$ cat config.mk
export PLATFORM = sky130hd
export DESIGN_NAME = slice_header_mb_position_decoder
export DESIGN_NICKNAME = d
export VERILOG_FILES = /design/src/rtl/core/shmb_pkg.sv /design/src/rtl/core/shmb_front.sv /design/src/rtl/core/shmb_back.sv /design/src/rtl/core/slice_header_mb_position_decoder.sv
export SDC_FILE = /design/constraint.sdc
export NUM_CORES = 1
export LEC_CHECK = 0
export ABC_AREA = 1
export BUFFER_PORTS_ARGS = -buffer_cell sky130_fd_sc_hd__buf_2
export CAP_MARGIN = 10
export CORE_MARGIN = 2
export CORE_UTILIZATION = 55
export DETAILED_ROUTE_END_ITERATION = 10
export MAX_ROUTING_LAYER = met4
export PLACE_DENSITY = 0.83
export SLEW_MARGIN = 20
export SYNTH_ARGS = -nofsm -noshare
export SYNTH_HDL_FRONTEND = slang
export SYNTH_SLANG_ARGS = --single-unit
$ cat constraint.sdc
create_clock -name clk -period 9.95 [get_ports clk]
set_clock_uncertainty 0.2 [all_clocks]
set_input_delay 0.995 -clock clk [delete_from_list [all_inputs] [get_ports clk]]
set_output_delay 0.995 -clock clk [all_outputs]
set_load 0.02 [all_outputs]
$ cat src/rtl/core/shmb_pkg.sv
package shmb_pkg;

	// parse phases of the slice header walk
	localparam logic [3:0] PH_POS   = 4'd0;
	localparam logic [3:0] PH_EXT   = 4'd1;
	localparam logic [3:0] PH_QS    = 4'd2;
	localparam logic [3:0] PH_FLAG  = 4'd3;
	localparam logic [3:0] PH_INTRA = 4'd4;
	localparam logic [3:0] PH_RESV  = 4'd5;
	localparam logic [3:0] PH_EXTRA = 4'd6;
	localparam logic [3:0] PH_SKIP  = 4'd7;
	localparam logic [3:0] PH_VLC   = 4'd8;

	// result status codes
	localparam logic [1:0] ST_OK        = 2'd0;
	localparam logic [1:0] ST_BAD_EXTRA = 2'd1;
	localparam logic [1:0] ST_TRUNC     = 2'd2;
	localparam logic [1:0] ST_BAD_CODE  = 2'd3;

	localparam logic [13:0] HEIGHT_LIMIT = 14'd2800;
	localparam logic [12:0] ESCAPE_ADD   = 13'd33;
	localparam logic [12:0] COL_SAT      = 13'd4096;
	localparam logic [15:0] HDR_SAT      = 16'hFFFF;
	localparam int          VLC_COUNT    = 34;

	// macroblock address increment codes, increment 0 marks the escape
	localparam logic [3:0] VLC_LEN [VLC_COUNT] = '{
		4'd1, 4'd3, 4'd3, 4'd4, 4'd4, 4'd5, 4'd5, 4'd7, 4'd7, 4'd8,
		4'd8, 4'd8, 4'd8, 4'd8, 4'd8, 4'd10, 4'd10, 4'd10, 4'd10, 4'd10,
		4'd10, 4'd11, 4'd11, 4'd11, 4'd11, 4'd11, 4'd11, 4'd11, 4'd11, 4'd11,
		4'd11, 4'd11, 4'd11, 4'd11
	};
	localparam logic [10:0] VLC_CODE [VLC_COUNT] = '{
		11'h001, 11'h003, 11'h002, 11'h003, 11'h002, 11'h003, 11'h002, 11'h007,
		11'h006, 11'h00b, 11'h00a, 11'h009, 11'h008, 11'h007, 11'h006, 11'h017,
		11'h016, 11'h015, 11'h014, 11'h013, 11'h012, 11'h023, 11'h022, 11'h021,
		11'h020, 11'h01f, 11'h01e, 11'h01d, 11'h01c, 11'h01b, 11'h01a, 11'h019,
		11'h018, 11'h008
	};
	localparam logic [5:0] VLC_INC [VLC_COUNT] = '{
		6'd1, 6'd2, 6'd3, 6'd4, 6'd5, 6'd6, 6'd7, 6'd8, 6'd9, 6'd10,
		6'd11, 6'd12, 6'd13, 6'd14, 6'd15, 6'd16, 6'd17, 6'd18, 6'd19, 6'd20,
		6'd21, 6'd22, 6'd23, 6'd24, 6'd25, 6'd26, 6'd27, 6'd28, 6'd29, 6'd30,
		6'd31, 6'd32, 6'd33, 6'd0
	};

	typedef struct packed {
		logic [7:0] data;
		logic       last;
	} shmb_entry_t;

	typedef struct packed {
		logic        valid;
		shmb_entry_t entry;
	} shmb_qhead_t;

	typedef struct packed {
		logic       hit;
		logic [3:0] len;
		logic [5:0] inc;
	} shmb_vlc_t;

	typedef struct packed {
		logic [1:0]  status;
		logic [15:0] header_bits;
		logic        intra_slice_bit;
		logic        intra_flag_present;
		logic [4:0]  quant_scale_code;
		logic [11:0] mb_column;
		logic [10:0] mb_row;
	} shmb_result_t;

	// codes are prefix free, so at most one entry matches
	function automatic shmb_vlc_t shmb_decode(input logic [10:0] bits, input logic [4:0] avail);
		shmb_vlc_t r;
		r = '0;
		for (int i = 0; i < VLC_COUNT; i++) begin
			if (({1'b0, VLC_LEN[i]} <= avail) &&
			    ((bits >> (4'd11 - VLC_LEN[i])) == VLC_CODE[i])) begin
				r.hit = 1'b1;
				r.len = VLC_LEN[i];
				r.inc = VLC_INC[i];
			end
		end
		return r;
	endfunction

endpackage

$ cat src/rtl/core/shmb_front.sv
module shmb_front #(
	parameter int DEPTH = 4
) (
	input  logic                  clk,
	input  logic                  arst_n,
	input  logic                  s_tvalid,
	output logic                  s_tready,
	input  logic [7:0]            s_tdata,
	input  logic                  s_tlast,
	output shmb_pkg::shmb_qhead_t head,
	input  logic                  pop
);

	localparam int PW = (DEPTH > 1) ? $clog2(DEPTH) : 1;
	localparam int CW = $clog2(DEPTH + 1);

	shmb_pkg::shmb_entry_t slot_q [DEPTH];
	logic [PW-1:0]         wr_ptr_q;
	logic [PW-1:0]         rd_ptr_q;
	logic [CW-1:0]         fill_q;
	logic                  push;

	assign s_tready = (fill_q != CW'(DEPTH));
	assign push     = s_tvalid && s_tready;

	assign head.valid = (fill_q != '0);
	assign head.entry = slot_q[rd_ptr_q];

	always_ff @(posedge clk) begin
		if (push) begin
			slot_q[wr_ptr_q] <= '{data: s_tdata, last: s_tlast};
		end
	end

	always_ff @(posedge clk or negedge arst_n) begin
		if (!arst_n) begin
			wr_ptr_q <= '0;
			rd_ptr_q <= '0;
			fill_q   <= '0;
		end else begin
			if (push) begin
				wr_ptr_q <= (wr_ptr_q == PW'(DEPTH - 1)) ? '0 : wr_ptr_q + 1'b1;
			end
			if (pop) begin
				rd_ptr_q <= (rd_ptr_q == PW'(DEPTH - 1)) ? '0 : rd_ptr_q + 1'b1;
			end
			case ({push, pop})
				2'b10: fill_q <= fill_q + 1'b1;
				2'b01: fill_q <= fill_q - 1'b1;
				default: fill_q <= fill_q;
			endcase
		end
	end

endmodule

$ cat src/rtl/core/shmb_back.sv
module shmb_back (
	input  logic                   clk,
	input  logic                   arst_n,
	input  logic                   cfg_wen,
	input  logic [13:0]            cfg_wdata,
	input  shmb_pkg::shmb_qhead_t  head,
	output logic                   pop,
	output logic                   res_valid,
	input  logic                   res_ready,
	output shmb_pkg::shmb_result_t res
);

	logic [13:0] height_q;
	logic [3:0]  phase_q, phase_d;
	logic [23:0] win_q, win_d;
	logic [4:0]  cnt_q, cnt_d;
	logic [10:0] row_q, row_d;
	logic [12:0] col_q, col_d;
	logic [15:0] pos_q, pos_d;
	logic [6:0]  latch_q, latch_d;
	logic        sent_q, sent_d;
	logic        lastp_q, lastp_d;
	logic        out_valid_q;
	shmb_pkg::shmb_result_t out_q, res_d;
	logic        out_load;

	logic [23:0] al;
	logic [3:0]  need;
	shmb_pkg::shmb_vlc_t vlc;
	logic        is_vlc;
	logic        step_ok;
	logic        step_emit;
	logic        out_free;
	logic [13:0] col_sum;
	logic [12:0] col_new;
	logic [16:0] pos_sum;
	logic [15:0] pos_new;
	logic [5:0]  cnt_sum;
	logic        do_clear;

	assign res_valid = out_valid_q;
	assign res       = out_q;

	always_comb begin
		// unread bits moved up to the top of the window
		al = win_q << (5'd24 - cnt_q);
		case (phase_q)
			shmb_pkg::PH_POS:   need = 4'd8;
			shmb_pkg::PH_EXT:   need = 4'd3;
			shmb_pkg::PH_QS:    need = 4'd5;
			shmb_pkg::PH_RESV:  need = 4'd7;
			shmb_pkg::PH_SKIP:  need = 4'd8;
			shmb_pkg::PH_VLC:   need = 4'd0;
			default:            need = 4'd1;
		endcase
		vlc       = shmb_pkg::shmb_decode(al[23:13], cnt_q);
		is_vlc    = (phase_q == shmb_pkg::PH_VLC);
		step_ok   = !sent_q && (is_vlc ? (vlc.hit || (cnt_q >= 5'd11))
		                               : (cnt_q >= {1'b0, need}));
		step_emit = is_vlc && (!vlc.hit || (vlc.inc != 6'd0));
		out_free  = !out_valid_q || res_ready;
		col_sum   = {1'b0, col_q} + ((vlc.inc == 6'd0) ? {1'b0, shmb_pkg::ESCAPE_ADD}
		                                               : {8'd0, vlc.inc});
		col_new   = (col_sum > {1'b0, shmb_pkg::COL_SAT}) ? shmb_pkg::COL_SAT : col_sum[12:0];
		pos_sum   = {1'b0, pos_q} + {13'd0, need};
		pos_new   = pos_sum[16] ? shmb_pkg::HDR_SAT : pos_sum[15:0];
		cnt_sum   = {1'b0, cnt_q} + 6'd8;

		phase_d  = phase_q;
		win_d    = win_q;
		cnt_d    = cnt_q;
		row_d    = row_q;
		col_d    = col_q;
		pos_d    = pos_q;
		latch_d  = latch_q;
		sent_d   = sent_q;
		lastp_d  = lastp_q;
		pop      = 1'b0;
		out_load = 1'b0;
		do_clear = 1'b0;

		res_d.mb_row             = row_q;
		res_d.mb_column          = '0;
		res_d.quant_scale_code   = latch_q[4:0];
		res_d.intra_flag_present = latch_q[5];
		res_d.intra_slice_bit    = latch_q[6];
		res_d.header_bits        = is_vlc ? pos_q : '0;
		res_d.status             = shmb_pkg::ST_TRUNC;

		if (step_ok) begin
			if (!(step_emit && !out_free)) begin
				if (!is_vlc) begin
					cnt_d = cnt_q - {1'b0, need};
					pos_d = pos_new;
				end
				case (phase_q)
					shmb_pkg::PH_POS: begin
						row_d   = {3'b000, al[23:16]} - 11'd1;
						phase_d = (height_q > shmb_pkg::HEIGHT_LIMIT) ? shmb_pkg::PH_EXT
						                                            : shmb_pkg::PH_QS;
					end
					shmb_pkg::PH_EXT: begin
						row_d   = row_q + {1'b0, al[23:21], 7'd0};
						phase_d = shmb_pkg::PH_QS;
					end
					shmb_pkg::PH_QS: begin
						latch_d = {2'b00, al[23:19]};
						phase_d = shmb_pkg::PH_FLAG;
					end
					shmb_pkg::PH_FLAG: begin
						if (al[23]) begin
							latch_d[5] = 1'b1;
							phase_d    = shmb_pkg::PH_INTRA;
						end else begin
							phase_d = shmb_pkg::PH_VLC;
						end
					end
					shmb_pkg::PH_INTRA: begin
						latch_d[6] = al[23];
						phase_d    = shmb_pkg::PH_RESV;
					end
					shmb_pkg::PH_RESV: begin
						phase_d = shmb_pkg::PH_EXTRA;
					end
					shmb_pkg::PH_EXTRA: begin
						phase_d = al[23] ? shmb_pkg::PH_SKIP : shmb_pkg::PH_VLC;
					end
					shmb_pkg::PH_SKIP: begin
						phase_d = shmb_pkg::PH_EXTRA;
					end
					shmb_pkg::PH_VLC: begin
						if (!vlc.hit) begin
							res_d.status = shmb_pkg::ST_BAD_CODE;
							out_load     = 1'b1;
							sent_d       = 1'b1;
						end else begin
							cnt_d = cnt_q - {1'b0, vlc.len};
							col_d = col_new;
							if (vlc.inc != 6'd0) begin
								res_d.status    = shmb_pkg::ST_OK;
								res_d.mb_column = 12'(col_new - 13'd1);
								out_load        = 1'b1;
								sent_d          = 1'b1;
							end
						end
					end
					default: begin
						phase_d = shmb_pkg::PH_POS;
					end
				endcase
			end
		end else if (lastp_q) begin
			if (sent_q) begin
				do_clear = 1'b1;
			end else if (out_free) begin
				out_load = 1'b1;
				do_clear = 1'b1;
			end
		end else if (head.valid) begin
			pop = 1'b1;
			if (sent_q) begin
				do_clear = head.entry.last;
			end else begin
				win_d   = {win_q[15:0], head.entry.data};
				cnt_d   = (cnt_sum > 6'd24) ? 5'd24 : cnt_sum[4:0];
				lastp_d = head.entry.last;
			end
		end

		if (do_clear) begin
			phase_d = shmb_pkg::PH_POS;
			win_d   = '0;
			cnt_d   = '0;
			row_d   = '0;
			col_d   = '0;
			pos_d   = '0;
			latch_d = '0;
			sent_d  = 1'b0;
			lastp_d = 1'b0;
		end
	end

	always_ff @(posedge clk) begin
		if (out_load) begin
			out_q <= res_d;
		end
	end

	always_ff @(posedge clk or negedge arst_n) begin
		if (!arst_n) begin
			height_q    <= '0;
			phase_q     <= shmb_pkg::PH_POS;
			win_q       <= '0;
			cnt_q       <= '0;
			row_q       <= '0;
			col_q       <= '0;
			pos_q       <= '0;
			latch_q     <= '0;
			sent_q      <= 1'b0;
			lastp_q     <= 1'b0;
			out_valid_q <= 1'b0;
		end else begin
			if (cfg_wen) begin
				height_q <= cfg_wdata;
			end
			phase_q <= phase_d;
			win_q   <= win_d;
			cnt_q   <= cnt_d;
			row_q   <= row_d;
			col_q   <= col_d;
			pos_q   <= pos_d;
			latch_q <= latch_d;
			sent_q  <= sent_d;
			lastp_q <= lastp_d;
			if (out_load) begin
				out_valid_q <= 1'b1;
			end else if (res_ready) begin
				out_valid_q <= 1'b0;
			end
		end
	end

endmodule

$ cat src/rtl/core/slice_header_mb_position_decoder.sv
// flow: a request waits in the byte queue, is loaded into the bit window and is parsed one
//   header field or increment code at a time; the result is registered
// pacing: the parser pops the next byte only once no field or code can be completed from the
//   window, and drops bytes after the unit's result is out; a truncated unit emits its result
//   once its last byte is loaded and nothing more completes, the queue absorbs bursts
// reset: arst_n clears the queue, the parse state, the result valid flag and picture_height
module slice_header_mb_position_decoder #(
	parameter int FIFO_DEPTH = 4
) (
	input  logic        clk,
	input  logic        arst_n,
	// byte stream of one slice unit
	input  logic        s_tvalid,
	output logic        s_tready,
	input  logic [7:0]  s_tdata,   // [7:0] data_byte
	input  logic        s_tlast,   // last_byte
	// picture height register
	input  logic        cfg_wen,
	input  logic [13:0] cfg_wdata, // picture_height
	// one result per unit
	output logic        m_tvalid,
	input  logic        m_tready,
	output logic [47:0] m_tdata,   // [10:0] mb_row, [22:11] mb_column,
	                               // [27:23] quant_scale_code, [28] intra_flag_present,
	                               // [29] intra_slice_bit, [45:30] header_bits, [47:46] zero
	output logic [1:0]  m_tuser    // [1:0] status
);

	shmb_pkg::shmb_qhead_t  head;
	logic                   pop;
	shmb_pkg::shmb_result_t res;

	// front: takes requests and tags the unit's final byte, queued for the parser
	shmb_front #(
		.DEPTH (FIFO_DEPTH)
	) u_front (
		.clk      (clk),
		.arst_n   (arst_n),
		.s_tvalid (s_tvalid),
		.s_tready (s_tready),
		.s_tdata  (s_tdata),
		.s_tlast  (s_tlast),
		.head     (head),
		.pop      (pop)
	);

	// back: bit window parser, one field or code per cycle when not stalled, output register
	shmb_back u_back (
		.clk       (clk),
		.arst_n    (arst_n),
		.cfg_wen   (cfg_wen),
		.cfg_wdata (cfg_wdata),
		.head      (head),
		.pop       (pop),
		.res_valid (m_tvalid),
		.res_ready (m_tready),
		.res       (res)
	);

	// pack the result, first field lowest
	assign m_tdata = {2'b00, res.header_bits, res.intra_slice_bit, res.intra_flag_present,
	                  res.quant_scale_code, res.mb_column, res.mb_row};
	assign m_tuser = res.status;

endmodule

==> results.md <==
- Status: finished clean
- Post-cts sizing count: 0
- Final Slew Violations: 0
- Vias per cell: 5.624
- Least-Margin Pin Slew: 918.6 ps
- Critical Path RT: 9930 ps
- Final Util: 61.68%
- # H-tree levels: 4
- 1st-iter DRT viols: 888
- Share of the synthesized area in the top cell type: 22.79%
- Mapped cell area: 11420 um^2
- Total die area: 21930 um^2
- Headroom to the max-slew limit: 38.29%
- Most frequent cells in the layout: nand2_1 (223), inv_1 (165), nand3_1 (156)
- Met1 GRT Util: 32.93%
- Most common cell after layout, fill and taps aside: nand2_1
- # rows: 52
- Routed vias: 9656
- Setup TNS: 0 ps
- FF-to-FF path depth: 44
- # IOs: 80
- First-pass GRT wire length: 42430 um
- RSZ-0062 raised after global routing: no
- Kind of critical path: reg2reg
- Fmax: 0.1120 GHz
- Setup violators final: 0
- Total CTS buffers: 17
- Final min period: 8927 ps
- Top cell by count, worst path: nand2_1
- Period Utilization, post-route: 89.72%
- Most used routing layer: met2
- Fin nets: 1505
- Asr flop ratio synth: 55.32%
- Reg area: 5125 um^2
- Share of cells above drive strength 1: 12.79%
- GR Layer Usage met2: 37.34%
- Crit start category: flop
- Post-synth EDFFs: 84
- PortBufs: 77
- CP Max Fanout: 30
- Routed WL per cell: 14.89 um
- HP Class: reg2reg
- HPWL after DPL: 18540 um
- Gate Count Post-Synth: 1377
- CTS tree: done
- DRC Markers: 0
- Yosys warns: 0
- Hold Path End: u_back.res[27]
- Total GRT Usage: 24.37%
- Hold depth: 0
- Reg2reg setup slack: 1020 ps
- Overflow after GRT: 0
- Starting Density: 56.26%
- Clock-pin slew of the registers on the worst-case setup and hold paths: 70 ps
- CTS Buffer Depth: 2
- CP max stage delay: 890 ps
- RR Startpoint: u_back.cnt_q[0]
- Die Y: 148.1 um
- Main synth FF type: dfrtp_1
- Hold_sp: u_back.latch_q[4]
- M3 GR Usage: 3.466%
- Largest net degree at the start of global routing: 65
- Drt pass-1 iters: 8
- Placer congestion estimate: 0.9777
- Antenna cells: 0
- Area of the multi-input gates: 5326 um^2
- Mean post-synth cell area: 8.293 um^2
- Clock Latency Late Sink: 430 ps
- Final Hold Fails: 0
- #FFs+latches synth: 188
- Crit. End Element: flop
- Synth area leader: dfrtp_1
- Sink Count: 188
- Die width: 148.1 um
- CP max stage cell: dfrtp_1
- Core area: 20300 um^2
- Hold buffer count at CTS: 0
- Post-synthesis sequential area ratio: 44.88%
- Post-Route WL: 25570 um
- Vias in the first global route: 8938
- CTS Root Cell: clkbuf_16
- Post-CTS setup buffer count: 0
- Fillers: 1746
- Max cap viols: 0
- Crit path DAT: 8900 ps
- Post-synth cell types: 62
- Antenna Violating Nets Remaining: 0
- End of the worst register-to-register path: u_back.res[22]
- Antenna violations before repair: 0
- Synth area leaders: dfrtp_1 (23%), edfxtp_1 (22%), nand2_1 (7.3%), nand3_1 (6.8%), inv_1 (5.4%)
- P&R area growth vs syn: 9.642%
==> how the worst max path moves through the flow <==
stage               slack, ps              to       startpoint
detailed placement       1200  u_back.res[21]  u_back.cnt_q[0]
finish                   1020  u_back.res[22]  u_back.cnt_q[0]
CTS                      1160  u_back.res[21]  u_back.cnt_q[0]
floorplan                3090  u_back.res[21]  u_back.cnt_q[0]
global route               90  u_back.res[22]  u_back.cnt_q[0]
global placement         1540  u_back.res[22]  u_back.cnt_q[0]
==> metal layers <==
layer  routed length (um)  up-vias
li1                     -     4774
met1                11420     4432
met2                11850      388
met4                  804        0
met3                 1491       62
met5                    0        -
==> flip-flops by register name (all words and copies together) (netlist names) <==
signal	cells
u_back.row_q	11
u_front.rd_ptr_q	2
u_back.cnt_q	5
u_front.fill_q	3
u_front.slot_q	36
u_back.sent_q	1
u_back.pos_q	16
u_back.lastp_q	1
u_back.res	48
u_front.wr_ptr_q	2
u_back.col_q	13
u_back.win_q	24
u_back.res_valid	1
u_back.latch_q	7
u_back.height_q	14
u_back.phase_q	4
==> synthesized netlist by cell type (22+ instances only) <==
master,number
nand4_1,30
nor2_1,145
a21oi_1,52
o21ai_0,57
ha_1,37
o21ai_1,45
o22ai_1,22
nor3_1,26
nand2_1,223
dfrtp_1,104
nand3_1,156
inv_1,165
xor2_1,30
edfxtp_1,84
==> worst max-delay path: cells and delay by family, from the launching register on <==
kind / cells / cell delay [ps]
AO/OA/AOI/OAI: 5 / 890
XOR/XNOR: 1 / 250
adder cells (fa/ha/maj): 4 / 1220
buffers and inverters: 8 / 1390
flip-flops: 1 / 890
AND/OR/NAND/NOR: 26 / 3820
==> stage by stage <==
step / std cells / worst slack (ps) / hold WS (ps) / area (um^2)
6_report: 1717 / 1023 / 251.3 / 12520
5_1_grt: 1717 / 92.12 / 261.9 / 12520
4_1_cts: 1717 / 1160 / 253.3 / 12520
3_5_place_dp: 1685 / 1202 / 236.4 / 11940
3_3_place_gp: 1685 / 1538 / 234.2 / 11940
2_1_floorplan: 1378 / 3085 / 218.6 / 11420
==> cell type report <==
type | instances | area share, %
multi-input cells | 954 | 42.54
flip-flops and latches | 188 | 40.93
inverters | 190 | 5.756
clock buffers | 19 | 3.458
repair buffers | 83 | 3.458
well taps | 270 | 2.698
clock inverters | 13 | 1.159
==> kinds of logic (layout without fill, tap and decap cells) <==
kind of cell,count (synthesis),in the layout,synth area share [%]
other,1,2,0.03284
xor gates and xnor gates,41,41,3.210
adders and majority gates,43,43,5.106
buffers and inverters,236,305,8.634
AOI/OAI and AO/OA,228,228,11.93
DFF,188,188,44.88
muxes,4,4,0.3944
and+or+nand+nor,636,636,25.81
Power is left out: the tool's default activity adds up to more than one toggle a clock period on the data nets, which glitch-free logic cannot reach.
